### config.mk
export PLATFORM = sky130hd
export DESIGN_NAME = oers_queue
export DESIGN_NICKNAME = d
export VERILOG_FILES = /design/src/hdl/oers_pkg.sv /design/src/hdl/oers_queue.sv
export SDC_FILE = /design/constraint.sdc
export NUM_CORES = 1
export LEC_CHECK = 0
export ABC_AREA = 1
export BUFFER_PORTS_ARGS = -buffer_cell sky130_fd_sc_hd__clkbuf_2
export CORE_ASPECT_RATIO = 0.9
export CORE_UTILIZATION = 50
export DETAILED_ROUTE_END_ITERATION = 8
export PLACE_DENSITY = 0.67
export SLEW_MARGIN = 20
export SYNTH_ARGS = -nofsm -noshare
export SYNTH_HDL_FRONTEND = slang
export SYNTH_SLANG_ARGS = --single-unit
### constraint.sdc
create_clock -name clk -period 3.2 [get_ports clk]
set_clock_uncertainty 0.1 [all_clocks]
set_input_delay 0 -clock clk [delete_from_list [all_inputs] [get_ports clk]]
set_output_delay 0 -clock clk [all_outputs]
set_load 0.02 [all_outputs]
### src/hdl/oers_pkg.sv
// ---------------------------------------------------------------------------
// OSD element refresh scheduler package
// Shared word types, command codes and default sizes.
// ---------------------------------------------------------------------------
`default_nettype none

package oers_pkg;

	// Default table sizes
	localparam int MAX_ELEMS_DEF = 32;
	localparam int TEXT_LEN_DEF  = 16;

	// Fixed field widths
	localparam int ELEM_W  = 5;
	localparam int POS_W   = 7;
	localparam int SLOT_W  = 4;
	localparam int CHAR_W  = 8;
	localparam int DADDR_W = 9;

	// Command queue depth between front and back
	localparam int QUEUE_DEPTH = 4;

	// Reset value of the screen width register
	localparam logic [POS_W-1:0] SCREEN_WIDTH_RST = 7'd30;

	// Input kind codes
	localparam logic [2:0] KIND_PLACE = 3'd0;
	localparam logic [2:0] KIND_WRITE = 3'd1;
	localparam logic [2:0] KIND_SHOW  = 3'd2;
	localparam logic [2:0] KIND_HIDE  = 3'd3;
	localparam logic [2:0] KIND_TICK  = 3'd4;

	// Input word
	typedef struct packed {
		logic [2:0]        kind;
		logic [ELEM_W-1:0] elem_index;
		logic [POS_W-1:0]  col;
		logic [POS_W-1:0]  row;
		logic [SLOT_W-1:0] char_slot;
		logic [CHAR_W-1:0] char_code;
		logic              text_end;
	} in_word_t;

	// Output word
	typedef struct packed {
		logic [DADDR_W-1:0] display_address;
		logic [CHAR_W-1:0]  display_char;
		logic               run_last;
	} out_word_t;

	// Classified command
	typedef enum logic [2:0] {
		OP_PLACE,
		OP_WRITE,
		OP_SHOW,
		OP_HIDE,
		OP_TICK
	} op_t;

	typedef struct packed {
		op_t               op;
		logic [ELEM_W-1:0] elem;
		logic [POS_W-1:0]  col;
		logic [POS_W-1:0]  row;
		logic [SLOT_W-1:0] slot;
		logic [CHAR_W-1:0] code;
		logic              tend;
	} cmd_t;

	// Push request from the front into the queue
	typedef struct packed {
		logic valid;
		cmd_t cmd;
	} q_push_t;

endpackage

`default_nettype wire

### src/hdl/oers_queue.sv
// ---------------------------------------------------------------------------
// OSD scheduler command queue
// Short first-in first-out buffer that decouples the front from the back.
// ---------------------------------------------------------------------------
`default_nettype none

module oers_queue (
	input  wire                clk,
	input  wire                arst_n,
	input  oers_pkg::q_push_t  push,
	output logic               q_full,
	output logic               pop_valid,
	input  wire                pop_ready,
	output oers_pkg::cmd_t     pop_cmd
);
	import oers_pkg::*;

	localparam int QAW = $clog2(QUEUE_DEPTH);
	localparam int QCW = $clog2(QUEUE_DEPTH + 1);

	cmd_t             entry_q [QUEUE_DEPTH];
	logic [QAW-1:0]   wr_ptr_q;
	logic [QAW-1:0]   rd_ptr_q;
	logic [QCW-1:0]   count_q;
	logic             do_push;
	logic             do_pop;

	assign q_full    = count_q == QCW'(QUEUE_DEPTH);
	assign pop_valid = count_q != '0;
	assign pop_cmd   = entry_q[rd_ptr_q];
	assign do_push   = push.valid && !q_full;
	assign do_pop    = pop_valid && pop_ready;

	// Pointers and fill count.
	always_ff @(posedge clk or negedge arst_n) begin
		if (!arst_n) begin
			wr_ptr_q <= '0;
			rd_ptr_q <= '0;
			count_q  <= '0;
		end else begin
			if (do_push) begin
				wr_ptr_q <= wr_ptr_q + 1'b1;
			end
			if (do_pop) begin
				rd_ptr_q <= rd_ptr_q + 1'b1;
			end
			if (do_push && !do_pop) begin
				count_q <= count_q + 1'b1;
			end else if (do_pop && !do_push) begin
				count_q <= count_q - 1'b1;
			end
		end
	end

	// Entry storage.
	always_ff @(posedge clk) begin
		if (do_push) begin
			entry_q[wr_ptr_q] <= push.cmd;
		end
	end

endmodule

`default_nettype wire

Yosys cells after proc, flatten, opt, wreduce, memory -nomap -nowiden
Memories as Yosys holds them, arrays and structs flattened.
Index checks and enable logic that the tools add are counted.

storage, ports and cells
  flip-flop bits (word level) = 7
  RAM bits = 140
  bits of input ports = 39
  word-level logic and storage cells = 22
  memories = 1

cells by class
  add/subtract/negate cells = 4
  equality and inequality tests = 1
  multiplexer cells = 4
  reductions and logical operators = 9

memory list
  memory   depth  bits a word  rd ports  clocked after memory_dff  write ports  RTL line          RTL
  entry_q  4      35           1         0                         1            oers_queue.sv:21  cmd_t entry_q [QUEUE_DEPTH];

operator list
  operator                                                            number
  3-bit 2-to-1 mux                                                    2
  2-bit by 1-bit adder with 2-bit output, second input constant       2
  1-bit logical AND                                                   4
  3-bit by 1-bit adder with 3-bit output, second input constant       1
  3-bit == test, second input constant                                1
  1-bit zero test                                                     3
  3-bit nonzero test                                                  1
  3-bit by 1-bit subtractor with 3-bit output, second input constant  1
  1-bit 2-to-1 mux                                                    2
  2-bit nonzero test                                                  1

Longest topological paths before layout
  word-level depth = 7
  gate-level depth with buffers = 12
  mapped depth without buffers = 12

Least setup slack after synthesis
No wires, ideal clock.

  path kind = flip-flop to flip-flop
  start point = register count_q[0]
  end point = memory entry_q[0][0] (netlist name), enable pin
  arrival = 2.197 ns
  slack = 0.476 ns
  cell stages (with the launch flop) = 5
  path buffers = 0
  period minus slack after synthesis = 2.724 ns
  path through = dfrtp_1 -> inv_2 -> nand3_1 -> nand2_1 -> nor2_1

between the ends
  word-level cells in the longest chain between the ends = 5

ends and longest elaborated chain
  item                                    RTL line          RTL
  start, declared                         oers_queue.sv:24  logic [QCW-1:0] count_q;
  start signal, assigned                  oers_queue.sv:48  count_q <= count_q + 1'b1;
  start signal, assigned                  oers_queue.sv:50  count_q <= count_q - 1'b1;
  3-bit == test                           oers_queue.sv:28  assign q_full = count_q == QCW'(QUEUE_DEPTH);
  1-bit zero test                         oers_queue.sv:31  assign do_push = push.valid && !q_full;
  1-bit logical AND                       oers_queue.sv:31
  1-bit 2-to-1 mux                        oers_queue.sv:57  if (do_push) begin
  1-bit 2-to-1 mux (not written as such)  oers_queue.sv:58  entry_q[wr_ptr_q] <= push.cmd;
  end, declared                           oers_queue.sv:21

Every way passes these cells.

Final worst setup path
  start point = register count_q[0]
  end point = register count_q[1]

between the ends
  word-level cells in the longest chain between the ends = 6

ends and longest elaborated chain
  item                                 RTL line          RTL
  3-bit == test (*)                    oers_queue.sv:28
  1-bit zero test (*)                  oers_queue.sv:31
  1-bit logical AND (*)                oers_queue.sv:31
  net do_push                          oers_queue.sv:25  logic do_push;
  1-bit zero test                      oers_queue.sv:49  end else if (do_pop && !do_push) begin
  1-bit logical AND                    oers_queue.sv:49
  2-bit nonzero test (no source line)  n/a

The timed path passes the listed nets; every way through them passes the cells marked *. The select of a mux whose other input is x is not followed.
A chain may end at the register's enable or synchronous reset.

==> flow_metrics.tcl <==
set metrics [dict create \
    ant_nets 0 \
    cp-startpoint "count_q[0]" \
    io_pins 76 \
    yosysTopAreaCell "edfxtp_1" \
    yosys_warnings 0 \
    grt_pass1_vias 3823 \
    rows 38 \
    routed.top_layer "met4" \
    maxClockFrequency_mhz 431.9 \
    met1_length_microns 5517 \
    area_delta_synth_final_pct 22.76 \
    die_x_microns 120.4 \
    synth_fp_nets 513 \
    clockBufferDepth 2 \
    antenna_cells 0 \
    netlist.area_leader.share_pct 66.63 \
    final_net_count 633 \
    dr_total_vias 3768 \
    final_cell_mix "140 x edfxtp_1, 123 x nand2_1, 82 x inv_1" \
    wire_per_inst_microns 15.58 \
    fin_crit_sh_pct 72.36 \
    final_common_cell "edfxtp_1" \
    drc 0 \
    clk_latency_ps 410 \
    die_area_sq_um 13070 \
    grt_max_degree 77 \
    r2r-start "count_q[0]" \
    drive_gt1_share_pct 29.10 \
    syn-cell-area_sq_um 6310 \
    hold_violations 0 \
    finalSetupViolCount 0 \
    critPathKind "flop to flop" \
    cp-start-kind "flop" \
    synthTopCellsByArea "edfxtp_1 67%, o211ai_2 12%, nand2_1 7.3%" \
    dieHeight_microns 108.6 \
    cts_sinks 147 \
    antenna_found_initial 0 \
    numPlacedInstances 690 \
    fillers 929 \
    cts_tree "yes" \
    seq_area_frac_synth_pct 69.40 \
    hpwl_microns 6986 \
    io_buffer_count 75 \
    drt_iter0_drc 226 \
    cp_cell_sequence "inv_2 > nand3_1 > nand2_1 > inv_1 > ha_1 > inv_1 > fa_1 > nand2_1 > o21ai_0" \
    slew_headroom_pct 32.60 \
    drt_wl_total_microns 11810 \
    cts-resized-gates 0 \
    tns_ps 0 \
    p_total_uw 7213 \
    firstDrtPassIters 4 \
    end_kind "flop" \
    tightest_slew_ps 1010 \
    netlist_instances 468 \
    wl_met2_microns 5780 \
    hp-class "primary input to flop" \
    initial_core_util_pct 51.84 \
    cp.arrival_ps 2500 \
    place.gp.congestion 0.7846 \
    vias_per_cell 4.971 \
    fin_cells 758 \
    status "finished, final reports clean" \
    leakage_uw 0.003256 \
    cts_buffers 17 \
    grt_use_total_pct 20.07 \
    htree_levels 4 \
    cts_root_buf "clkbuf_16" \
    hold_start "push[32]" \
    clk_pin_slew_ps 50 \
    post-route-util_pct 63.64 \
    vdd_drop_max_mv 0.5694 \
    worstPathRequired_ps 3380 \
    rsz0062_at_grt "no" \
    synth.distinct_cells 18 \
    grt_pass1_wl_microns 19190 \
    wl_met3_microns 419 \
    syn_area_per_cell_sq_um 13.48 \
    path_max_fanout 7 \
    whs_ps 248.3 \
    final_max_slew_viol_count 0 \
    drv_cap 0 \
    cp_slowest_cell "dfrtp_1" \
    fin_crit_ps 2316 \
    design.core.area_sq_um 12170 \
    max_stage_delay_ps 430 \
    ys_seq_elements 147 \
    overflow 0 \
    pwr_density_cell_nw_per_um2 931.2 \
]
-- metal layers --
layer / global-route usage (%) / up-vias
met5: 0 / -
met4: 8.201 / 0
met3: 5.696 / 7
met2: 32.47 / 72
met1: 25.64 / 1839
li1: - / 1850
-- layout make-up --
type	count	area (sq um)	area share [%]
Inverter	86	325.3	4.200
Clock inverter	8	88.84	1.147
Multi-Input combinational cell	213	1465	18.91
Tap cell	160	200.2	2.584
Sequential cell	147	4380	56.55
Clock buffer	21	440.4	5.686
Timing Repair Buffer	123	845.8	10.92
-- worst max-delay path: cells and delay by family, from the launching register on --
kind                       cells  cell delay (ps)
AOI/OAI and AO/OA              1               80
adders and majority gates      2              660
buffers and inverters          3              290
DFF                            1              430
and+or+nand+nor                3              620
-- path summary, 6_finish.rpt --
kind	endpoint	slack, ps	cells past startpoint
min reg2reg	count_q[2]	410	2
min	entry_q[3][32]	250	2
max reg2reg	count_q[1]	880	9
max	count_q[1]	880	9
min in group asynchronous	wr_ptr_q[0]	460	3
max in group asynchronous	rd_ptr_q[1]	2260	3
-- Yosys cell counts --
| library cell | n |
|---|---|
| buf_2 | 6 |
| buf_4 | 4 |
| buf_6 | 9 |
| clkbuf_1 | 3 |
| dfrtp_1 | 7 |
| edfxtp_1 | 140 |
| fa_1 | 1 |
| ha_1 | 5 |
| inv_1 | 82 |
| inv_2 | 4 |
| nand2_1 | 123 |
| nand3_1 | 7 |
| nand4_1 | 1 |
| nor2_1 | 4 |
| o211ai_1 | 11 |
| o211ai_2 | 59 |
| o21ai_0 | 1 |
| xnor2_1 | 1 |
-- metrics by stage --
| stage | setup slack, ps | instance area (sq um) |
|---|---|---|
| 2_1_floorplan | 476.0 | 6310 |
| 3_3_place_gp | 1027 | 6827 |
| 3_5_place_dp | 908.9 | 6827 |
| 4_1_cts | 900.7 | 7746 |
| 5_1_grt | 755.4 | 7746 |
| 6_report | 884.4 | 7746 |
-- cells by family after synthesis --
family / count (synthesis) / synth area share (%)
compound gates: 71 / 13.09
flops: 147 / 69.40
simple gates: 135 / 8.209
xor+xnor: 1 / 0.1388
fa+ha+maj: 6 / 1.309
buf+inv: 108 / 7.853
-- timing repair --
action / in CTS / in global routing
setup buffers: 0 / 0
endpoints found under the hold margin: 152 / 0
hold buffers: 39 / 0
-- report_power, final --
group	switching [uW]	total, uW	internal (uW)
Combinational	1880	2730	851
Sequential	131	2670	2540
Clock	685	1810	1120
Total	2700	7210	4510
-- state kept, by name, summed over array words and instances (netlist names) --
register,count
entry_q,140
count_q,3
rd_ptr_q,2
wr_ptr_q,2
Power figures use the tool's default switching activity.
